File: src/sv/iisq_pkg.sv
// Shared constants, types and helpers for the integral / squared integral image block.
// No dependencies; every other file of the block but iisq_line_ram uses this package.
`default_nettype none
package iisq_pkg;

   localparam int MAX_WIDTH   = 1024;
   localparam int MAX_HEIGHT  = 1024;
   localparam int COL_W       = $clog2(MAX_WIDTH);
   localparam int ROW_W       = $clog2(MAX_HEIGHT);
   localparam int DIM_W       = 11;
   localparam int PIXEL_W     = 8;
   localparam int SUM_W       = 32;
   localparam int CSR_INDEX_W = 1;
   localparam int CSR_DATA_W  = DIM_W;

   localparam logic [CSR_INDEX_W-1:0] REG_FRAME_WIDTH  = 1'b0;
   localparam logic [CSR_INDEX_W-1:0] REG_FRAME_HEIGHT = 1'b1;

   localparam logic [DIM_W-1:0] FRAME_WIDTH_RESET  = DIM_W'(640);
   localparam logic [DIM_W-1:0] FRAME_HEIGHT_RESET = DIM_W'(480);

   // one pixel on its way from the scan stage to the line-buffer update
   typedef struct packed {
      logic [COL_W-1:0] col;
      logic             first_row;
      logic             frame_end;
      logic [SUM_W-1:0] row_sum;
      logic [SUM_W-1:0] row_sum_sq;
   } item_type;

   // last column index; zero reads as one pixel, oversize saturates
   function automatic logic [COL_W-1:0] last_col(input logic [DIM_W-1:0] v);
      logic [COL_W-1:0] r;
      if (v == '0) begin
         r = '0;
      end else if (int'(v) > MAX_WIDTH) begin
         r = COL_W'(MAX_WIDTH - 1);
      end else begin
         r = COL_W'(v - DIM_W'(1));
      end
      return r;
   endfunction

   function automatic logic [ROW_W-1:0] last_row(input logic [DIM_W-1:0] v);
      logic [ROW_W-1:0] r;
      if (v == '0) begin
         r = '0;
      end else if (int'(v) > MAX_HEIGHT) begin
         r = ROW_W'(MAX_HEIGHT - 1);
      end else begin
         r = ROW_W'(v - DIM_W'(1));
      end
      return r;
   endfunction

endpackage
`default_nettype wire

File: src/sv/iisq_scan.sv
// Raster scan front end: frame size registers, column/row counters, running row sums.
// Issues the line-buffer read and holds one word for the update stage. Uses iisq_pkg.
`default_nettype none
module iisq_scan (
   input  wire logic                              clock,
   input  wire logic                              reset,
   input  wire logic                              csr_we,
   input  wire logic [iisq_pkg::CSR_INDEX_W-1:0]  csr_index,
   input  wire logic [iisq_pkg::CSR_DATA_W-1:0]   csr_wdata,
   input  wire logic                              req_valid,
   input  wire logic [iisq_pkg::PIXEL_W-1:0]      req_pixel,
   output      logic                              req_ready,
   input  wire logic                              item_take,
   output      logic                              rd_en,
   output      logic [iisq_pkg::COL_W-1:0]        rd_addr,
   output      logic                              item_valid,
   output      iisq_pkg::item_type                item
);
   import iisq_pkg::*;

   logic [DIM_W-1:0]     width_ff, height_ff;
   logic [COL_W-1:0]     col_ff, col_in;
   logic [ROW_W-1:0]     row_ff, row_in;
   logic [SUM_W-1:0]     row_sum_ff, row_sum_in;
   logic [SUM_W-1:0]     row_sq_ff, row_sq_in;
   logic                 item_valid_ff, item_valid_in;
   item_type             item_ff, item_in;
   logic                 accept;
   logic                 row_end, frame_done;
   logic [2*PIXEL_W-1:0] pixel_sq;
   logic [SUM_W-1:0]     sum_add, sq_add;

   always_ff @(posedge clock) begin
      if (reset) begin
         width_ff  <= FRAME_WIDTH_RESET;
         height_ff <= FRAME_HEIGHT_RESET;
      end else if (csr_we) begin
         unique case (csr_index)
            REG_FRAME_WIDTH:  width_ff  <= csr_wdata;
            REG_FRAME_HEIGHT: height_ff <= csr_wdata;
            default: ;
         endcase
      end
   end

   assign req_ready = !item_valid_ff || item_take;
   assign accept    = req_valid && req_ready;

   assign pixel_sq   = req_pixel * req_pixel;
   assign sum_add    = row_sum_ff + SUM_W'(req_pixel);
   assign sq_add     = row_sq_ff + SUM_W'(pixel_sq);
   assign row_end    = col_ff >= last_col(width_ff);
   assign frame_done = row_end && (row_ff >= last_row(height_ff));

   always_comb begin
      col_in        = col_ff;
      row_in        = row_ff;
      row_sum_in    = row_sum_ff;
      row_sq_in     = row_sq_ff;
      item_in       = item_ff;
      item_valid_in = item_valid_ff && !item_take;
      if (accept) begin
         item_valid_in     = 1'b1;
         item_in.col       = col_ff;
         item_in.first_row = (row_ff == '0);
         item_in.frame_end = frame_done;
         item_in.row_sum   = sum_add;
         item_in.row_sum_sq = sq_add;
         if (row_end) begin
            col_in     = '0;
            row_sum_in = '0;
            row_sq_in  = '0;
            row_in     = frame_done ? '0 : row_ff + ROW_W'(1);
         end else begin
            col_in     = col_ff + COL_W'(1);
            row_sum_in = sum_add;
            row_sq_in  = sq_add;
         end
      end
   end

   always_ff @(posedge clock) begin
      if (reset) begin
         col_ff        <= '0;
         row_ff        <= '0;
         row_sum_ff    <= '0;
         row_sq_ff     <= '0;
         item_valid_ff <= 1'b0;
      end else begin
         col_ff        <= col_in;
         row_ff        <= row_in;
         row_sum_ff    <= row_sum_in;
         row_sq_ff     <= row_sq_in;
         item_valid_ff <= item_valid_in;
      end
   end

   always_ff @(posedge clock) begin
      item_ff <= item_in;
   end

   assign rd_en      = accept;
   assign rd_addr    = col_ff;
   assign item_valid = item_valid_ff;
   assign item       = item_ff;
endmodule
`default_nettype wire

File: config.mk
export PLATFORM = sky130hd
export DESIGN_NAME = iisq_scan
export DESIGN_NICKNAME = d
export VERILOG_FILES = /design/src/sv/iisq_pkg.sv /design/src/sv/iisq_scan.sv
export SDC_FILE = /design/constraint.sdc
export NUM_CORES = 1
export LEC_CHECK = 0
export ABC_AREA = 1
export BUFFER_PORTS_ARGS = -buffer_cell sky130_fd_sc_hd__buf_2
export CAP_MARGIN = 15
export CELL_PAD_IN_SITES_DETAIL_PLACEMENT = 1
export CELL_PAD_IN_SITES_GLOBAL_PLACEMENT = 1
export CORE_MARGIN = 2
export CORE_UTILIZATION = 40
export CTS_BUF_LIST = sky130_fd_sc_hd__clkbuf_16
export DETAILED_ROUTE_END_ITERATION = 12
export PLACE_DENSITY_LB_ADDON = 0.25
export SLEW_MARGIN = 20
export SYNTH_ARGS = -nofsm -noshare
export SYNTH_HDL_FRONTEND = slang
export SYNTH_SLANG_ARGS = --single-unit
export TNS_END_PERCENT = 50
File: constraint.sdc
create_clock -name clock -period 6.2 [get_ports clock]
set_input_delay 1.24 -clock clock [delete_from_list [all_inputs] [get_ports clock]]
set_output_delay 1.24 -clock clock [all_outputs]
set_load 0.01 [all_outputs]
# Word level (Yosys, flattened, before mapping)
# Index checks and enable logic that the tools add are counted.
# classes
n_addsub	6
mul	1
n_div	0
magnitude_cmp	4
n_eq_ne	0
shift	0
mux	9
bitwise_logic	1
reduce_logical	12
# ops
cell	n
$mux 32	2
$mux 10	6
$add 32x16->32	1
$add 32x8->32	1
$gt 11x11->1 const B	2
$logic_not 11->1	2
$add 10x1->10 const B	2
$ge 10x10->1	2
$sub 10x1->10 const B	2
$mul 8x8->16	1
$logic_not 10->1	1
$reduce_and 2->1	3
$logic_and 1x1->1	3
$logic_not 1->1	2
$logic_or 1x1->1	1
$mux 1	1
$not 1->1	1
# word_totals
register_bits	183
latchBits	0
ram_bits	0
mem_bits_ro	0
input_bits	25
wordCells	45
memories	0

# Logic depth before layout (Yosys ltp)
# Gate-level depths: netlist of the first run.
# depth
ltp_word	6
ltp_mapped	24

# Least setup slack after synthesis of the first run
# OpenSTA, ideal clock, no wires.
# synth_timing
kind	input port to flip-flop
startpoint	input req_pixel[5] (netlist name)
endpoint	register item_ff (netlist bit item[15]), data pin
setup_time_ns	0.259
t_arrival_ns	4.876
required_ns	5.941
path_slack_ns	1.065
stages	18
path_buffers	1
cell_sequence	clkbuf_1 -> nand2_1 -> inv_1 -> fa_1 -> fa_1 -> fa_1 -> inv_1 -> fa_1 -> inv_1 -> ha_1 -> nand2_1 -> inv_1 -> nand2_1 -> nand2_1 -> nand2_1 -> nand3_1 -> or2_2 -> and2_1
# synth_between
elab_chain_len	2
# synth_lines
item	line	rtl
start, declared	iisq_scan.sv:11	input wire logic [iisq_pkg::PIXEL_W-1:0] req_pixel,
$mul 8x8->16	iisq_scan.sv:49	assign pixel_sq = req_pixel * req_pixel;
$add 32x16->32	iisq_scan.sv:51	assign sq_add = row_sq_ff + SUM_W'(pixel_sq);
net sq_add[15]	iisq_scan.sv:31	logic [SUM_W-1:0] sum_add, sq_add;
end signal, assigned	iisq_scan.sv:99	item_ff <= item_in;
end, declared	iisq_scan.sv:27	item_type item_ff, item_in;
# The timed path passes the listed nets, and every way through them passes these cells.
# A chain may end at the register's enable or synchronous reset.

# Worst setup path after layout of the first run
# layout_timing
startpoint	input req_pixel[5] (netlist name)
endpoint	register item_ff (netlist bit item[28]), data pin
# Same word-level chain as after synthesis.

==> results_dict.tcl, run 1 <==
set metrics [dict create \
    p_leak_nw 6.32 \
    holdCritPathClass "reg -> reg" \
    cts_tree "built" \
    hold_viol 0 \
    met2_usage_pct 37.0 \
    max_stage_delay_ns 0.56 \
    n_fill_cell 3632 \
    synth_top_cell_area_share_pct 19.3 \
    multi_input_area_um2 6250 \
    fin_nets 1756 \
    timing.setup.critical_path_class "in -> reg" \
    num_rows 62 \
    slew_violations 0 \
    dr.pass1.iters 4 \
    drtIter0Drc 341 \
    first_global_vias 10420 \
    grtUsageMet3_pct 2.75 \
    met1_usage_pct 27.5 \
    synth_edf_count 76 \
    power_density_nw_per_um2 314 \
    rsz0062_at_grt "no" \
    ys_ff_latch 183 \
    finalCritPeriodShare_pct 81.2 \
    drt-total-wl_um 31200 \
    core_um2 28900 \
    via_per_inst 4.98 \
    gp_congestion 0.822 \
    synth_ff_type "dfxtp_1" \
    grt_pass1_wl_um 52400 \
    max_freq_mhz 199 \
    yosysWarnings 0 \
    crit_path_start "req_pixel[5]" \
    crit_chain "buf_2 > nand2_1 > inv_1 > fa_1 > fa_1 > fa_1 > inv_1 > fa_1 > inv_1 > ha_1 > nand2_1 > nor2_2 > nand3_1 > nand3b_1 > nand2_1 > nand2_1 > nand2_1 > and2_1" \
    antenna_found_initial 0 \
    end_kind "register" \
    clock_latency_ns 0.44 \
    cts_setup_buffers 0 \
    worst_slew_pin_slew_ns 0.905 \
    clock_path_buffers 2 \
    cp_top_family "adder cells" \
    ys_seq_area_share_pct 37.5 \
    fin_crit_ns 5.04 \
    pre_cts_ws_ns 0.715 \
    wire_per_inst_um 15.5 \
    dieWidth_um 176 \
    avgSynthCellArea_um2 7.78 \
    dieArea_um2 30900 \
    grt_start_max_net_pins 70 \
    htreeDepth 4 \
    dpl_cell_area_um2 12700 \
    syn_area_um2 11800 \
    fin_area_um2 13300 \
    critPathBufInv 4 \
    overflow 0 \
    syn_inst 1517 \
    dp_cells 1984 \
    cts_root_buffer "clkbuf_16" \
    ys_async_sr_fraction_pct 0 \
    portBuffers 113 \
    grt_util_all_layers_pct 21.0 \
    vias 10033 \
    initial_core_util_pct 40.9 \
    synth_cell_types 54 \
    maxSlewHeadroom_pct 39.6 \
    drv_cap 0 \
    cts_buffers 17 \
    fin_worst_skew_ns 0.00961 \
    syn_to_final_growth_pct 12.3 \
    drc 0 \
    fp.dieH_um 176 \
    fin_setup_tns_ns 0 \
    diodes 0 \
    fin_ws_ns 1.16 \
    cts.repair.resized 0 \
    cp_max_fo 11 \
    regArea_um2 4420 \
    crit_arrival_ns 5.23 \
    r2r_start "row_sq_ff[7]" \
    grt.busiest_layer "met2" \
    min_from "row_sq_ff[4]" \
    ios 114 \
    setup_viol 0 \
    path_common_cell "nand2_1" \
    drive_above_1_share_pct 13.3 \
    cp.required_ns 6.39 \
    power_mw 4.17 \
    cpMaxStageDelayCell "fa_1" \
    ant_nets 0 \
    holdWs_ns 0.473 \
    synthesis.nets 1654 \
    final_cells 2016 \
    place_hpwl_um 23900 \
    cts.clk_slew.worst_paths_ns 0.07 \
    clock-sinks 183 \
    irDropWorstVdd_v 0.000153 \
    final_core_util_pct 46.0 \
    status "completed" \
    start_kind "primary input" \
    netlist.top_cell.by_area "edfxtp_1" \
    ctsHoldBuffers 0 \
    synth_area_leaders "edfxtp_1 (19%), dfxtp_1 (18%), nand2_1 (14%)" \
]
-- placed cells by master, fill, tap and decap left out, types with 40 or more instances in the layout --
| cell | n |
|---|---|
| edfxtp_1 | 76 |
| ha_1 | 72 |
| nand2_1 | 430 |
| nand3_1 | 89 |
| nor2_1 | 94 |
| dfxtp_1 | 107 |
| inv_1 | 242 |
| a21oi_1 | 98 |
| fa_1 | 40 |
| buf_2 | 113 |
-- logic make-up (layout without fill, tap and decap cells) --
group                      count (synthesis)  after routing  synth area share [%]
adders and majority gates                112            112                  14.4
DFF                                      183            183                  37.5
muxes                                      1              1                0.0848
buffers and inverters                    283            398                  9.67
xor gates and xnor gates                  37             37                  2.94
and+or+nand+nor                          741            741                  28.0
AOI/OAI and AO/OA                        160            160                  7.44
-- power by group --
part,switching [mW],total [mW],internal (mW)
logic,1.05,1.60,0.548
registers,0.0592,1.49,1.43
clock network,0.508,1.07,0.566
-- routing by layer --
metal,vias up,wire length (um)
met5,-,0
met4,0,436
met3,34,700
met2,122,15500
met1,4856,14600
li1,5021,-
-- sequential cells by signal, indices dropped and copies added, names as in the netlist --
| signal | count |
|---|---|
| height_ff | 11 |
| item | 76 |
| item_valid | 1 |
| rd_addr | 10 |
| row_ff | 10 |
| row_sq_ff | 32 |
| row_sum_ff | 32 |
| width_ff | 11 |
-- synthesized netlist by cell type, types with 6 or more instances --
master,number
ha_1,72
o21ai_0,33
xnor2_1,6
or2_2,7
dfxtp_1,107
nand3b_1,17
nand4_1,15
and2_1,18
a21oi_1,98
nor3_1,17
edfxtp_1,76
fa_1,40
nor2_2,9
clkbuf_1,22
nand3_1,89
nand2_1,430
inv_2,6
inv_1,241
nor2_1,94
xor2_1,28
a21oi_2,6
nand2_2,18
-- final timing paths --
kind,to,slack (ns),cells after the start
worst max-delay path,item[28],1.16,18
worst min-delay path,row_sq_ff[4],0.47,2
worst max register to register,row_sq_ff[15],2.06,19
worst min register to register,row_sq_ff[4],0.47,2
-- tightest hold or removal path: stages, from the launching register on --
cell,delay [ns]
dfxtp_1,0.31
nand2_1,0.06
a21oi_1,0.05
-- layout make-up --
class	instances	area share (%)
Multi-Input combinational cell	1051	47.1
Sequential cell	183	33.4
Tap cell	384	3.62
Inverter	249	7.07
Clock inverter	13	0.670
Timing Repair Buffer	117	4.59
Clock buffer	19	3.59
No activity file was read; power rests on OpenSTA's default activity.
==> inputs of run 2 (changes only) <==
Clock period 6.2 ns to 4.31 ns, I/O delays scaled along.
==> run 2 against run 1 <==
  * Clock power grew 48%
  * Sequential cell count is the same
  * Total power grew 70%
  * Cell count grew 2.7%
  * Global-route usage grew 0.81 points
  * Critical path depth is the same
  * Highest routed layer unchanged
  * The run now ends with setup timing left
  * Clock-buffer cell count shrank 2
==> results_dict.tcl, run 2 (synthesis results as in run 1) <==
set metrics [dict create \
    drive_above_1_share_pct 21.2 \
    rsz0062_at_grt "yes" \
    slew_violations 0 \
    drc 0 \
    setup_viol 1 \
    cts.clk_slew.worst_paths_ns 0.07 \
    clock_path_buffers 2 \
    cts_buffers 17 \
    diodes 0 \
    ios 114 \
    syn_to_final_growth_pct 19.2 \
    crit_chain "buf_12 > nand2_4 > inv_4 > fa_2 > fa_1 > fa_1 > inv_2 > fa_1 > inv_2 > ha_4 > nand2_4 > nor2_4 > nand3_2 > nand3b_1 > nand2_1 > nand2_1 > nand2_1 > and2_1" \
    grt_start_max_net_pins 68 \
    seqPwrFrac_pct 30.1 \
    swShare_pct 39.2 \
    ctsHoldBuffers 0 \
    power_density_nw_per_um2 504 \
    most-common-layout-cells "nand2_1 (396), inv_1 (227), dfxtp_1 (107)" \
    start_kind "primary input" \
    portBuffers 113 \
    r2r_slack_ns 0.28 \
    crit_arrival_ns 4.52 \
    place_hpwl_um 24400 \
    violations "setup timing" \
    crit_path_start "req_pixel[2]" \
    clock_latency_ns 0.45 \
    grt_pass1_wl_um 53900 \
    final_cells 2070 \
    drt-total-wl_um 32700 \
    clock-sinks 183 \
    pre_cts_ws_ns -0.488 \
    grt_util_all_layers_pct 21.8 \
    core_um2 28900 \
    gp_congestion 0.835 \
    worstReg2RegEnd "item[20]" \
    wire_per_inst_um 15.8 \
    num_rows 62 \
    p_sw_mw 2.78 \
    hold_viol 0 \
    drtIter0Drc 421 \
    met1_usage_pct 26.5 \
    initial_core_util_pct 40.9 \
    finalCritPeriodShare_pct 100 \
    maxSlewHeadroom_pct 37.6 \
    antenna_found_initial 0 \
    cp_max_fo 4 \
    timing.setup.critical_path_class "in -> reg" \
    irDropWorstVdd_v 0.000318 \
    first_global_vias 11011 \
    final_common_cell "nand2_1" \
    worst_slew_pin_slew_ns 0.936 \
    max_stage_delay_ns 0.59 \
    internal_power_mw 4.32 \
    cp.required_ns 4.52 \
    n_fill_cell 3590 \
    ant_nets 0 \
    crit_end "item[20]" \
    grtUsageMet3_pct 3.23 \
    fin_ws_ns -0.00285 \
    reg2regPathDepth 19 \
    holdCritPathClass "reg -> reg" \
    overflow 0 \
    status "finished with violations" \
    dieWidth_um 176 \
    vias 10238 \
    cts_root_buffer "clkbuf_16" \
    fin_crit_ns 4.31 \
    pwr-share-comb_pct 47.6 \
    dieArea_um2 30900 \
    fin_worst_skew_ns 0.0121 \
    cts_tree "built" \
    grt.busiest_layer "met2" \
    htreeDepth 4 \
    drv_cap 0 \
    via_per_inst 4.95 \
    r2r_start "row_sq_ff[7]" \
    cpMaxStageDelayCell "fa_2" \
    dp_cells 2033 \
    fp.dieH_um 176 \
    max_freq_mhz 232 \
    clock_power_share_pct 22.2 \
    dr.pass1.iters 4 \
    largest_reg_flops 76 \
    p_leak_nw 6.64 \
    met2_usage_pct 40.3 \
    end_kind "register" \
    fin_nets 1810 \
    final_core_util_pct 48.8 \
]
==> run 2: area by class of cell <==
class | instances | area, um2 | share of cell area (%)
repair buffers | 171 | 1080 | 7.65
clock inverters | 15 | 144 | 1.02
clock buffers | 17 | 425 | 3.02
inverters | 249 | 940 | 6.67
flip-flops and latches | 183 | 4420 | 31.4
multi-input cells | 1051 | 6590 | 46.8
well taps | 384 | 480 | 3.41
==> run 2: power by group through the flow <==
stage,Combinational (mW),Sequential [mW],Clock [mW]
2_1_floorplan,1.87,2.22,0
3_3_place_gp,2.93,2.18,0
3_5_place_dp,3.05,2.18,0
4_1_cts,3.08,2.14,1.61
5_1_grt,3.77,2.16,1.67
6_report,3.38,2.14,1.58
==> run 2: per-layer routing <==
layer | vias to the layer above | share of wire [%]
li1 | 5123 | -
met1 | 4969 | 44
met2 | 107 | 52
met3 | 39 | 2.2
met4 | 0 | 1.8
met5 | - | 0
==> run 2: through the flow <==
step | hold WS (ns) | area (um2) | total power [mW] | setup TNS (ns)
after floorplan | 0.443 | 12000 | 4.09 | -1.18
after global placement | 0.454 | 13200 | 5.10 | -12.55
after detailed placement | 0.462 | 13200 | 5.23 | -18.72
after CTS | 0.473 | 13800 | 6.83 | 0
after global routing | 0.486 | 14100 | 7.60 | -1.76
final | 0.471 | 14100 | 7.10 | -0.00285
==> run 2: repair_timing <==
item	in CTS	in global routing
endpoints found under the hold margin	0	0
cloned	0	0
pin swaps	0	52
gates resized for setup	3	90
buffers inserted	0	5
setup endpoints to repair	4	45
==> run 2: critical path, delay by kind of cell <==
family / cells / cell delay [ns]
buffers and inverters: 4 / 0.24
AND/OR/NAND/NOR: 9 / 0.97
adder cells (fa/ha/maj): 5 / 2.44
==> run 2: worst min-delay path by stage <==
stage                       start            end  slack (ns)  cells after the start
floorplan             width_ff[2]    width_ff[2]        0.44                      2
global route         row_sq_ff[4]   row_sq_ff[4]        0.49                      2
finish              row_sq_ff[13]  row_sq_ff[13]        0.47                      2
global placement    row_sq_ff[13]  row_sq_ff[13]        0.45                      2
CTS                  row_sq_ff[5]   row_sq_ff[5]        0.47                      2
detailed placement   row_sq_ff[4]   row_sq_ff[4]        0.46                      2
