$ cat src/sv/iisq_pkg.sv
// Shared constants, types and helpers for the integral / squared integral image block.
// No dependencies; every other file of the block but iisq_line_ram uses this package.
`default_nettype none
package iisq_pkg;

   localparam int MAX_WIDTH   = 1024;
   localparam int MAX_HEIGHT  = 1024;
   localparam int COL_W       = $clog2(MAX_WIDTH);
   localparam int ROW_W       = $clog2(MAX_HEIGHT);
   localparam int DIM_W       = 11;
   localparam int PIXEL_W     = 8;
   localparam int SUM_W       = 32;
   localparam int CSR_INDEX_W = 1;
   localparam int CSR_DATA_W  = DIM_W;

   localparam logic [CSR_INDEX_W-1:0] REG_FRAME_WIDTH  = 1'b0;
   localparam logic [CSR_INDEX_W-1:0] REG_FRAME_HEIGHT = 1'b1;

   localparam logic [DIM_W-1:0] FRAME_WIDTH_RESET  = DIM_W'(640);
   localparam logic [DIM_W-1:0] FRAME_HEIGHT_RESET = DIM_W'(480);

   // one pixel on its way from the scan stage to the line-buffer update
   typedef struct packed {
      logic [COL_W-1:0] col;
      logic             first_row;
      logic             frame_end;
      logic [SUM_W-1:0] row_sum;
      logic [SUM_W-1:0] row_sum_sq;
   } item_type;

   // last column index; zero reads as one pixel, oversize saturates
   function automatic logic [COL_W-1:0] last_col(input logic [DIM_W-1:0] v);
      logic [COL_W-1:0] r;
      if (v == '0) begin
         r = '0;
      end else if (int'(v) > MAX_WIDTH) begin
         r = COL_W'(MAX_WIDTH - 1);
      end else begin
         r = COL_W'(v - DIM_W'(1));
      end
      return r;
   endfunction

   function automatic logic [ROW_W-1:0] last_row(input logic [DIM_W-1:0] v);
      logic [ROW_W-1:0] r;
      if (v == '0) begin
         r = '0;
      end else if (int'(v) > MAX_HEIGHT) begin
         r = ROW_W'(MAX_HEIGHT - 1);
      end else begin
         r = ROW_W'(v - DIM_W'(1));
      end
      return r;
   endfunction

endpackage
`default_nettype wire

$ cat src/sv/iisq_update.sv
// Update stage: adds the line-buffer value above, writes the result back, output register.
// Forwards the previous result when it lands on the column being read. Uses iisq_pkg.
`default_nettype none
module iisq_update (
   input  wire logic                          clock,
   input  wire logic                          reset,
   input  wire logic                          item_valid,
   input  wire iisq_pkg::item_type            item,
   output      logic                          item_take,
   input  wire logic                          rd_en,
   input  wire logic [iisq_pkg::COL_W-1:0]    rd_addr,
   input  wire logic [iisq_pkg::SUM_W-1:0]    above_sum,
   input  wire logic [iisq_pkg::SUM_W-1:0]    above_sq,
   output      logic                          wr_en,
   output      logic [iisq_pkg::COL_W-1:0]    wr_addr,
   output      logic [iisq_pkg::SUM_W-1:0]    wr_sum,
   output      logic [iisq_pkg::SUM_W-1:0]    wr_sq,
   output      logic                          rsp_valid,
   input  wire logic                          rsp_ready,
   output      logic [iisq_pkg::SUM_W-1:0]    rsp_area_sum,
   output      logic [iisq_pkg::SUM_W-1:0]    rsp_area_sum_squares,
   output      logic                          rsp_frame_end
);
   import iisq_pkg::*;

   logic             fwd_hit_ff;
   logic [SUM_W-1:0] fwd_sum_ff, fwd_sq_ff;
   logic [SUM_W-1:0] up_sum, up_sq, sum, sum_sq;
   logic             out_valid_ff;
   logic [SUM_W-1:0] out_sum_ff, out_sq_ff;
   logic             out_end_ff;

   always_comb begin
      if (item.first_row) begin
         up_sum = '0;
         up_sq  = '0;
      end else if (fwd_hit_ff) begin
         up_sum = fwd_sum_ff;
         up_sq  = fwd_sq_ff;
      end else begin
         up_sum = above_sum;
         up_sq  = above_sq;
      end
   end

   assign sum       = item.row_sum + up_sum;
   assign sum_sq    = item.row_sum_sq + up_sq;
   assign item_take = item_valid && (!out_valid_ff || rsp_ready);

   assign wr_en   = item_take;
   assign wr_addr = item.col;
   assign wr_sum  = sum;
   assign wr_sq   = sum_sq;

   // a read issued on the same edge as the write to that column sees stale data
   always_ff @(posedge clock) begin
      if (reset) begin
         fwd_hit_ff <= 1'b0;
      end else if (rd_en) begin
         fwd_hit_ff <= item_take && (item.col == rd_addr);
      end
   end

   always_ff @(posedge clock) begin
      if (item_take) begin
         fwd_sum_ff <= sum;
         fwd_sq_ff  <= sum_sq;
         out_sum_ff <= sum;
         out_sq_ff  <= sum_sq;
         out_end_ff <= item.frame_end;
      end
   end

   always_ff @(posedge clock) begin
      if (reset) begin
         out_valid_ff <= 1'b0;
      end else if (item_take) begin
         out_valid_ff <= 1'b1;
      end else if (rsp_ready) begin
         out_valid_ff <= 1'b0;
      end
   end

   assign rsp_valid            = out_valid_ff;
   assign rsp_area_sum         = out_sum_ff;
   assign rsp_area_sum_squares = out_sq_ff;
   assign rsp_frame_end        = out_end_ff;
endmodule
`default_nettype wire

$ cat config.mk
export PLATFORM = sky130hd
export DESIGN_NAME = iisq_update
export DESIGN_NICKNAME = d
export VERILOG_FILES = /design/src/sv/iisq_pkg.sv /design/src/sv/iisq_update.sv
export SDC_FILE = /design/constraint.sdc
export NUM_CORES = 1
export LEC_CHECK = 0
export BUFFER_PORTS_ARGS = -buffer_cell sky130_fd_sc_hd__buf_4
export CAP_MARGIN = 10
export CORE_MARGIN = 3
export CORE_UTILIZATION = 49
export DETAILED_ROUTE_END_ITERATION = 10
export PLACE_DENSITY = 0.83
export REMOVE_ABC_BUFFERS = 1
export SYNTH_ARGS = -nofsm -noshare
export SYNTH_HDL_FRONTEND = slang
export SYNTH_SLANG_ARGS = --single-unit
$ cat constraint.sdc
create_clock -name clock -period 4.94 [get_ports clock]
set_clock_uncertainty 0.1 [all_clocks]
set_input_delay 0 -clock clock [delete_from_list [all_inputs] [get_ports clock]]
set_output_delay 0 -clock clock [all_outputs]
set_load 0.1 [all_outputs]
Word level (Yosys, flattened, before mapping)
Index checks and enable logic that the tools add are counted.
Word-level totals
  register bits: 67
Operators by class
  add/subtract/negate cells: 2
  reduce and logical (&&, ||, !) cells: 5
  equal/unequal tests: 1
  multiplexer cells: 6
Operator list (number)
  32-bit two-way mux: 4
  32-bit adder: 2
  10-bit equality test: 1
  1-bit logical AND: 2
  1-bit two-way mux: 2
  2-bit nonzero test: 1
  1-bit logical NOT: 1
  1-bit logical OR: 1

Logic depth before layout (Yosys ltp)
Gate-level depths: netlist (run 1).
  word-level depth: 4
  mapped depth: 14
  depth with buffers taken out: 12

Worst setup path before layout (run 1)
OpenSTA, ideal clock, no wires.
  path kind: register to register
  start: register fwd_hit_ff
  end: register out_sq_ff[28] (netlist: rsp_area_sum_squares[28]) (data pin)
  data required time: 4.357 ns
  data arrival time: 4.812 ns
  period minus slack after synthesis: 5.396 ns
  setup slack: -0.456 ns
  cell stages (with the launch flop): 15
  cell sequence: dfxtp_1 clkbuf_1 clkbuf_1 mux2i_1 nor2_1 ha_1 fa_1 a21o_1 a21o_1 a211oi_1 o21a_1 o41ai_2 a2111oi_2 nor2_1 xor2_1
Between the ends
  word-level cells in the longest chain between the ends: 3
Ends and longest elaborated chain
  from (decl): line iisq_update.sv:26  | logic fwd_hit_ff;
  from (signal assigned): line iisq_update.sv:60  | fwd_hit_ff <= item_take && (item.col == rd_addr);
  32-bit two-way mux: line iisq_update.sv:37  | end else if (fwd_hit_ff) begin
  32-bit two-way mux: line iisq_update.sv:34  | if (item.first_row) begin
  32-bit adder: line iisq_update.sv:47  | assign sum_sq = item.row_sum_sq + up_sq;
  named net wr_sq, one bit: line iisq_update.sv:17  | output logic [iisq_pkg::SUM_W-1:0] wr_sq,
  to (signal assigned): line iisq_update.sv:69  | out_sq_ff <= sum_sq;
  to (decl): line iisq_update.sv:30  | logic [SUM_W-1:0] out_sum_ff, out_sq_ff;
The timed path passes the listed nets, and every way through them passes these cells.
A chain may end at the register's enable or synchronous reset.

Final worst setup path (run 1)
  start: register fwd_hit_ff
  end: output wr_sum[16] (netlist name)
Between the ends
  word-level cells in the longest chain between the ends: 3
Ends and longest elaborated chain
  32-bit two-way mux: line iisq_update.sv:37
  32-bit two-way mux: line iisq_update.sv:34
  32-bit adder: line iisq_update.sv:46  | assign sum = item.row_sum + up_sum;
  to (decl): line iisq_update.sv:16  | output logic [iisq_pkg::SUM_W-1:0] wr_sum,
No other way between the ends.

==> results of run 1 <==
[repair_timing]
action	in CTS	in global routing
endpoints found under the hold margin	7	0
endpoints found under the setup margin	0	0
hold buffers	9	0
[cell usage after synthesis, types with 6 or more instances]
| master | number | area share |
|---|---|---|
| a21o_1 | 27 | 0.031 |
| clkbuf_1 | 18 | 0.010 |
| buf_4 | 11 | 0.013 |
| nor2_1 | 94 | 0.054 |
| nand2_1 | 38 | 0.022 |
| mux2i_1 | 65 | 0.10 |
| o21a_1 | 6 | 0.0069 |
| nand4_1 | 10 | 0.0096 |
| nor2b_1 | 13 | 0.013 |
| edfxtp_1 | 65 | 0.30 |
| ha_1 | 62 | 0.12 |
| o21ai_0 | 27 | 0.021 |
| a21oi_1 | 62 | 0.048 |
| a211oi_1 | 9 | 0.010 |
| nand3_1 | 10 | 0.0077 |
| inv_1 | 16 | 0.0092 |
| xnor2_1 | 44 | 0.059 |
| o21bai_1 | 15 | 0.017 |
| xor2_1 | 24 | 0.032 |
[critical path, delay by kind of cell, from the launching register on]
kind / cells / cell delay (ns)
xor gates and xnor gates: 1 / 0.28
muxes: 1 / 0.24
buffers and inverters: 2 / 0.72
AOI/OAI and AO/OA: 3 / 1.19
adders and majority gates: 1 / 0.40
DFF: 1 / 0.56
and+or+nand+nor: 4 / 0.40
[flip-flops by register name (all words and copies together), names as in the netlist]
signal,flops
rsp_valid,1
rsp_area_sum_squares,32
rsp_frame_end,1
fwd_hit_ff,1
rsp_area_sum,32
[logic make-up after synthesis]
family,count (synthesis),share of synthesized area
adder cells (fa/ha/maj),64,0.1256
XOR/XNOR,68,0.09168
multiplexers,65,0.1002
AO/OA/AOI/OAI,191,0.2057
AND/OR/NAND/NOR,190,0.1333
buffers and inverters,52,0.03698
flip-flops,67,0.3066
[report_power, final]
group | leakage [uW] | internal, uW | switching [uW]
clock network | 0.000123 | 327 | 242
registers | 0.000646 | 723 | 34.5
logic | 0.00333 | 492 | 1680
total | 0.00410 | 1540 | 1950
[stage by stage]
step	cells	worst slack, ns	power [uW]
global route	1156	0.4034	3620
CTS	1156	0.7354	3509
global placement	1132	1.156	2915
floorplan	661	-1.692	2416
detailed placement	1132	1.079	2927
finish	1156	0.7005	3497
[worst paths after layout]
path                                         startpoint                       end  slack [ns]
worst min-delay path                           item[31]  rsp_area_sum_squares[31]        0.02
worst min register to register  rsp_area_sum_squares[0]   rsp_area_sum_squares[0]        0.68
worst max register to register               fwd_hit_ff          rsp_area_sum[28]        1.09
worst max-delay path                         fwd_hit_ff                wr_sum[16]        0.70
[per-layer routing]
layer / GRT usage / vias to the layer above
met1: 0.3036 / 2911
met3: 0.06573 / 37
met2: 0.4682 / 217
li1: - / 3131
met4: 0.09944 / 0
met5: 0 / -
[cell type report]
cell class	instances	share of cell area
Multi-Input combinational cell	578	0.4671
Timing Repair Buffer	308	0.2570
Sequential cell	67	0.2185
Clock buffer	9	0.02466
Tap cell	172	0.02356
Inverter	16	0.006575
Clock inverter	6	0.002603
==> results by group, run 1 <==
Detailed routing
  • Max Used Layer: met4
  • Metal-1 WL: slightly below 8 mm
  • Remaining DRCs: 0
  • Wire length per cell: 17.14 um
  • Vias per cell: 5.446
  • Post-route ant nets: 0
  • Met3 wire len: 1.705 mm
  • Initial DRC Count: ~370
  • 1st-pass router iterations: 4
  • Routed vias: approximately 6300
  • Detailed Route WL: between 15 and 20 mm
  • Met2 routed WL: roughly 10 mm

Synth
  • Yosys cell types: 63
  • Fraction of registers with async set/reset: 0
  • Post-Syn Area: ~0.0065 mm^2
  • Post-synthesis sequential area ratio: 0.3066
  • YS warnings: 0
  • EDFF count, synth: 65
  • Number of cells produced by synthesis: approximately 700
  • Synth Flop Type: edfxtp_1
  • #FFs+latches synth: 67
  • Post-Syn Area per Cell: roughly 9.3 um^2

Clock tree
  • Max Root-Sink Buffers: 2
  • Root buf cell: clkbuf_16
  • Post-cts resize count: 0
  • # clock sinks: 67
  • Num CTS Buffers: 9
  • Worst-path clk slew: about 0.05 ns
  • Post-CTS setup buffers: 0
  • Worst skew pair latency: 0.34 ns
  • CTS tree: done
  • H-tree depth: 3

Setup path
  • CP Capture Type: primary output
  • WP data required: 4.84 ns
  • Max stage delay cell, worst path: a2111oi_0
  • Startpoint types: flip-flop
  • Crit Path Max Fanout: 47
  • Worst R2R Path Depth: 13
  • Slowest stage delay, CP: just under 0.6 ns
  • Worst EP arrival: ~4.1 ns
  • Critical path, cell by cell: buf_12 -> mux2i_1 -> nor2_1 -> ha_1 -> nand2_2 -> o211a_1 -> o21ai_0 -> nor2_1 -> a2111oi_0 -> nor2_1 -> xnor2_1 -> buf_4
  • CP most frequent cell: nor2_1
  • Critical path type: flip-flop to primary output

Finish
  • Area delta synth->final: 40.60%
  • Fin nets: between 1000 and 1500
  • Design area: roughly 0.009 mm^2
  • Footprint of the multi-input gates: roughly 0.0043 mm^2
  • FF/Latch Area: 0.001996 mm^2
  • Share of cells above drive strength 1: 0.3343
  • Commonest non-fill, non-tap cell in the layout: buf_4
  • Antenna diodes: 0
  • Final core utilization: 0.7151
  • Most frequent cells in the layout: buf_4 (298), nor2_1 (94), mux2i_1 (65), edfxtp_1 (65)
  • # fillers: around 1000

STA
  • Slew HR: 0.3654
  • F_max: ~0.24 GHz
  • Final setup vio count: 0
  • Minimum clock period: approximately 4.2 ns
  • Final Hold Viols: 0
  • Unrepaired setup endpoints after global routing: false
  • Max-slew violation count: 0
  • Tightest Pin Transition: 0.9519 ns
  • Worst Hold Slack: 0.02264 ns
  • Period utilization: 0.8582
  • Post-route setup TNS: 0 ns

Floorplanning
  • Chip Height: between 100 and 150 um
  • Die X: between 100 and 150 um
  • Initial Utilization: 0.5086
  • IO Pins: between 200 and 300
  • Die Area: 0.01467 mm^2
  • Row Count: 41
  • Core ar.: between 0.01 and 0.015 mm^2

GRT
  • Initial antenna violation count: 0
  • Number of global-route vias before repair: around 6300
  • First-pass GRT wire length: a little over 30 mm
  • Grt total ovfl: 0
  • Gr usage total: 0.2630
  • Largest net degree at the start of global routing: 69

Placed design
  • Hpwl dp: 15.41 mm
  • PortBufs: between 200 and 300
  • Gp weighted congestion: 0.8671
  • Dpl cell area: roughly 0.0088 mm^2

Power
  • Leakage power: slightly above 0.004 uW
  • Pwr dens: between 300 and 400 mW/mm^2
  • Worst VDD drop: 0.2692 mV

Outcome
  • Status: completed

Hold path
  • Hold Crit Class: input port to flip-flop
  • WHS Path Cells: 3

Flow run
  • Max-cap violations: 0
Power figures use the tool's default switching activity.
==> run 2: changes to the inputs <==
==> constraint.sdc (replaced) <==
create_clock -name clock -period 4.94 [get_ports clock]
set_clock_uncertainty 0.1 [all_clocks]
set_input_delay 0 -clock clock [delete_from_list [all_inputs] [get_ports clock]]
set_output_delay 0 -clock clock [all_outputs]
set_load 0.01 [all_outputs]
==> run 2 against run 1 <==
Compared with the run above:
- power fell by 33%
- sequential cell count unchanged
- routed wire length rose by 0.54%
- clock power is 4.2% higher
- non-clock buffer count is 1 higher
- largest power group unchanged
- critical path type unchanged
- maximum frequency increased by 8.3%
- sequential power is essentially flat
==> results by group, run 2 (synthesized netlist as in run 1, its figures left out) <==
Finish
  • Most frequent cells in the layout: buf_4 (300), nor2_1 (94), mux2i_1 (65), edfxtp_1 (65)
  • FF/Latch Area: between 0.0015 and 0.002 mm^2
  • Share of cells above drive strength 1: 0.3387
  • Footprint of the multi-input gates: ~0.0043 mm^2
  • Final core utilization: 0.7157
  • Commonest non-fill, non-tap cell in the layout: buf_4
  • # fillers: between 900 and 1000
  • Area delta synth->final: 40.74%
  • Fin nets: 1200
  • Antenna diodes: 0

Power
  • Internal: about 1500 uW
  • Worst VDD drop: about 0.16 mV
  • Power share of the clock group: 0.254
  • Reg power frac: 0.324
  • Pwr dens: approximately 260 mW/mm^2
  • Switch share: 0.3397
  • Leakage power: between 0.004 and 0.005 uW
  • Switching pwr: 792.9 uW
  • Combinational fraction of design power: 0.422

STA
  • Period utilization: 0.7924
  • Unrepaired setup endpoints after global routing: false
  • Slew HR: 0.3717
  • Final setup vio count: 0
  • F_max: between 0.2 and 0.3 GHz
  • Max-slew violation count: 0
  • Minimum clock period: slightly below 4 ns
  • Tightest Pin Transition: about 0.94 ns
  • Final Hold Viols: 0
  • Final worst-path setup slack: around 1.0 ns

Setup path
  • Startpoint types: flip-flop
  • Crit Reg-Reg Startpoint: fwd_hit_ff
  • R2r endpoint: rsp_area_sum[28]
  • R2R setup slack: about 1.3 ns
  • Crit Path Max Fanout: 27
  • CP Capture Type: primary output
  • Critical path type: flip-flop to primary output
  • Worst R2R Path Depth: 12
  • Worst EP arrival: around 3.8 ns
  • WP data required: a little under 5 ns

Clock tree
  • Post-cts resize count: 0
  • CTS tree: done
  • Max Root-Sink Buffers: 2
  • # clock sinks: 67
  • Worst skew pair latency: about 0.34 ns
  • Num CTS Buffers: 9
  • Root buf cell: clkbuf_16
  • Worst-path clk slew: around 0.06 ns
  • H-tree depth: 3

GRT
  • Grt total ovfl: 0
  • Largest net degree at the start of global routing: 69
  • Gr usage total: 0.2638
  • Initial antenna violation count: 0
  • Number of global-route vias before repair: roughly 6300
  • First-pass GRT wire length: between 30 and 40 mm

Detailed routing
  • 1st-pass router iterations: 5
  • Met2 routed WL: 9.982 mm
  • Post-route ant nets: 0
  • Metal-1 WL: 7.925 mm
  • Vias per cell: between 5 and 6
  • Detailed Route WL: about 20 mm
  • Max Used Layer: met4
  • Routed vias: 6360
  • Wire length per cell: around 17 um
  • Met3 wire len: between 1.5 and 2 mm
  • Initial DRC Count: ~370
  • Remaining DRCs: 0

Placed design
  • PortBufs: 296
  • Dpl ws: around 1.4 ns
  • Gp weighted congestion: a little under 0.9
  • Hpwl dp: 15.64 mm

Hold path
  • WHS Path Cells: 3
  • Hold Crit Class: input port to flip-flop
  • Hold path start: item[31]
  • Hold Crit Endpoint: rsp_area_sum_squares[31]

Floorplanning
  • Row Count: between 40 and 50
  • Die X: about 120 um
  • Initial Utilization: 0.5086
  • Chip Height: approximately 120 um
  • Core ar.: roughly 0.013 mm^2
  • Die Area: 0.01467 mm^2
  • IO Pins: just under 300

Flow run
  • Max-cap violations: 0

Outcome
  • Status: completed
-- run 2: cell count changes in the layout (fill, tap and decap cells not counted), sizes merged --
cell      previous run  this run
clkinv               6         3
clkbuf               9        11
buf                299       300
clkinvlp             0         2
-- run 2: area by class of cell --
class	count	share of cell area
multi-input combinational	578	0.4667
clock buffer	11	0.02546
tap	172	0.02354
sequential	67	0.2183
clock inverter	5	0.003285
timing repair buffer	309	0.2562
inverter	16	0.006569
-- run 2: through the flow --
stage	std cells	hold slack (ns)	TNS, ns	instance area (um^2)	power [uW]
6_report	1158	0.02299	0	9143	2334
3_3_place_gp	1133	0.06228	0	8790	1730
4_1_cts	1158	0.004742	0	9143	2340
3_5_place_dp	1133	0.06593	0	8790	1739
2_1_floorplan	661	-0.1000	-0.9979	6316	1264
5_1_grt	1158	0.03937	0	9143	2446
-- run 2: power by group through the flow --
stage               Sequential [uW]  Clock [uW]  Combinational, uW
floorplan                       798           0                466
global placement                767           0                963
detailed placement              767           0                972
CTS                             757         600                982
global route                    766         616               1060
finish                          757         593                984
-- run 2: worst max-delay path by stage --
stage / from / end / cells after the start
finish: fwd_hit_ff / wr_sum[28] / 13
floorplan: fwd_hit_ff / rsp_area_sum_squares[26] / 12
global route: fwd_hit_ff / wr_sum[30] / 13
global placement: fwd_hit_ff / rsp_area_sum[28] / 12
CTS: fwd_hit_ff / wr_sum[30] / 13
detailed placement: fwd_hit_ff / rsp_area_sum[28] / 12
-- run 2: per-layer routing --
| metal | up-vias | track usage |
|---|---|---|
| li1 | 3133 | - |
| met1 | 2942 | 0.3033 |
| met2 | 246 | 0.4804 |
| met3 | 39 | 0.05921 |
| met4 | 0 | 0.09104 |
| met5 | - | 0 |
-- run 2: timing repair --
| item | CTS | global route |
|---|---|---|
| hold endpoints to repair | 7 | 0 |
| hold buffers | 9 | 0 |
| setup buffers | 0 | 0 |
-- run 2: worst max-delay path, cell delays in order, from the launching register on --
cell and delay [ns]:
dfxtp_4 0.40, buf_4 0.42, mux2i_1 0.24, nor2_1 0.09, fa_1 0.44, a21oi_1 0.26
o211a_1 0.21, o21ai_0 0.17, o21ai_0 0.42, nand4b_1 0.16, o211ai_1 0.21, mux2i_1 0.23
nand2_1 0.08, buf_4 0.15
==> run 3: changes to the inputs <==
==> constraint.sdc (replaced) <==
create_clock -name clock -period 4.1 [get_ports clock]
set_clock_uncertainty 0.1 [all_clocks]
set_input_delay 0 -clock clock [delete_from_list [all_inputs] [get_ports clock]]
set_output_delay 0 -clock clock [all_outputs]
set_load 0.01 [all_outputs]
==> run 3 against run 2 <==
Compared with the run above:
- clock power grew 18%
- largest cell class unchanged
- global-route usage shrank 0.35 points
- die area did not move
- register-to-register slack worse by 0.72 ns
- sequential power rose by 21%
- hold slack improved by 0.026 ns
- combinational power is 21% higher
==> results by group, run 3 (synthesized netlist as in run 1, its figures left out) <==
STA
  • Period utilization: 0.9300
  • Slew HR: 0.3596
  • Tightest Pin Transition: between 0.9 and 1 ns
  • Max-slew violation count: 0
  • Unrepaired setup endpoints after global routing: false
  • Post-route setup TNS: 0 ns
  • Final Hold Viols: 0
  • Final setup vio count: 0
  • Minimum clock period: ~3.8 ns
  • F_max: 0.2623 GHz

GRT
  • Gr usage total: 0.2602
  • Grt total ovfl: 0
  • First-pass GRT wire length: ~30 mm
  • Largest net degree at the start of global routing: 69
  • Number of global-route vias before repair: 6196
  • Initial antenna violation count: 1

Detailed routing
  • Detailed Route WL: approximately 20 mm
  • 1st-pass router iterations: 6
  • Initial DRC Count: roughly 460
  • Remaining DRCs: 0
  • Wire length per cell: approximately 17 um
  • Post-route ant nets: 0
  • Vias per cell: between 5 and 6
  • Routed vias: 6348

Clock tree
  • Worst skew pair latency: about 0.35 ns
  • Max Root-Sink Buffers: 2
  • CTS tree: done
  • Worst-path clk slew: around 0.05 ns
  • # clock sinks: between 60 and 70
  • H-tree depth: 3
  • Post-CTS setup buffers: 0
  • Num CTS Buffers: 9
  • Root buf cell: clkbuf_16

Power
  • Pwr dens: 305.7 mW/mm^2
  • Worst VDD drop: between 0.2 and 0.25 mV
  • Leakage power: about 0.0041 uW
  • Total Power: approximately 2800 uW

Finish
  • Design area: just over 0.009 mm^2
  • Most frequent cells in the layout: buf_4 (303), nor2_1 (94), mux2i_1 (65), edfxtp_1 (65)
  • Fin nets: between 1000 and 1500
  • # fillers: 992
  • Cell Count, Final, Fillers Out: about 1200
  • Commonest non-fill, non-tap cell in the layout: buf_4
  • Share of cells above drive strength 1: 0.3387
  • Area delta synth->final: 41.28%

Flow run
  • Max-cap violations: 0

Setup path
  • Crit Path Max Fanout: 17
  • R2R setup slack: 0.54 ns
  • Worst EP arrival: roughly 3.7 ns
  • WP data required: 4.00 ns
  • R2r endpoint: rsp_area_sum[28]
  • CP endpoint: wr_sum[31]
  • Startpoint types: flip-flop
  • Crit Reg-Reg Startpoint: fwd_hit_ff
  • CP Capture Type: primary output
  • Critical Path Start: fwd_hit_ff
  • Critical path type: flip-flop to primary output
  • Worst R2R Path Depth: 12

Floorplanning
  • IO Pins: a little under 300
  • Die X: about 120 um
  • Initial Utilization: 0.5086
  • Die Area: ~0.015 mm^2
  • Chip Height: between 100 and 150 um
  • Core ar.: 0.01277 mm^2
  • Row Count: a little over 40

Placed design
  • Gp weighted congestion: 0.8871
  • Inst Count DP: roughly 1100
  • PortBufs: 296
  • Hpwl dp: 15.77 mm
  • Dpl cell area: between 0.008 and 0.009 mm^2

Outcome
  • Status: completed

Hold path
  • Hold Crit Class: input port to flip-flop
run 3: cell types whose count changed in the layout (fill, tap and decap cells not counted), sizes merged:
cell and change:
buf +3, dlygate4sd3 +1, clkinvlp -1, diode +1
run 3: area by class of cell:
type                    instances  area, um^2  area share
multi-input cells             578        4278      0.4661
repair buffers                313        2375      0.2588
flip-flops and latches         67        1996      0.2175
clock buffers                  11       232.7     0.02536
well taps                     172       215.2     0.02345
inverters                      16       60.06    0.006544
clock inverters                 4       18.77    0.002045
diodes                          1       2.502   0.0002727
run 3: worst min path at each step:
stage / from / to / slack [ns] / cells past startpoint
6_report: above_sum[0] / rsp_area_sum[0] / 0.05 / 4
5_1_grt: above_sum[0] / rsp_area_sum[0] / 0.1 / 4
4_1_cts: above_sum[0] / rsp_area_sum[0] / 0.04 / 4
3_5_place_dp: reset / fwd_hit_ff / 0.07 / 2
3_3_place_gp: reset / fwd_hit_ff / 0.06 / 2
2_1_floorplan: item[66] / wr_addr[0] / -0.10 / 0
run 3: critical path: stages (launching register included):
cell and delay [ns]:
dfxtp_4 0.44, buf_4 0.32, buf_4 0.26, mux2i_1 0.21
nor2_1 0.07, ha_1 0.22, a21oi_1 0.30, o21bai_1 0.12
a21oi_1 0.22, nor2_1 0.07, a211oi_1 0.38, o21ai_4 0.13
o41ai_2 0.32, a41oi_1 0.10, buf_4 0.20
run 3: power breakdown:
part / switching, uW / internal, uW / total [uW]
logic: 609 / 582 / 1190
clock network: 301 / 400 / 701
registers: 42.2 / 871 / 913
run 3: per-stage QoR:
| step | hold slack, ns | setup WS (ns) | utilization |
|---|---|---|---|
| after floorplan | -0.1000 | -1.046 | - |
| after global placement | 0.06465 | 0.6657 | 0.6899 |
| after detailed placement | 0.06633 | 0.5692 | 0.6899 |
| after CTS | 0.03951 | 0.2025 | 0.7174 |
| after global routing | 0.09606 | 0.03912 | 0.7185 |
| final | 0.04946 | 0.2869 | 0.7185 |
run 3: what timing repair did:
item,CTS,global route
hold buffers,10,0
endpoints found under the setup margin,0,2
resized for setup,0,2
endpoints found under the hold margin,8,0
run 3: routing by layer:
layer,wire (um),vias to the layer above,GRT usage
li1,-,3148,-
met1,7900,2917,0.2942
met2,10030,246,0.4696
met3,1478,37,0.05734
met4,614,0,0.1120
met5,0,-,0
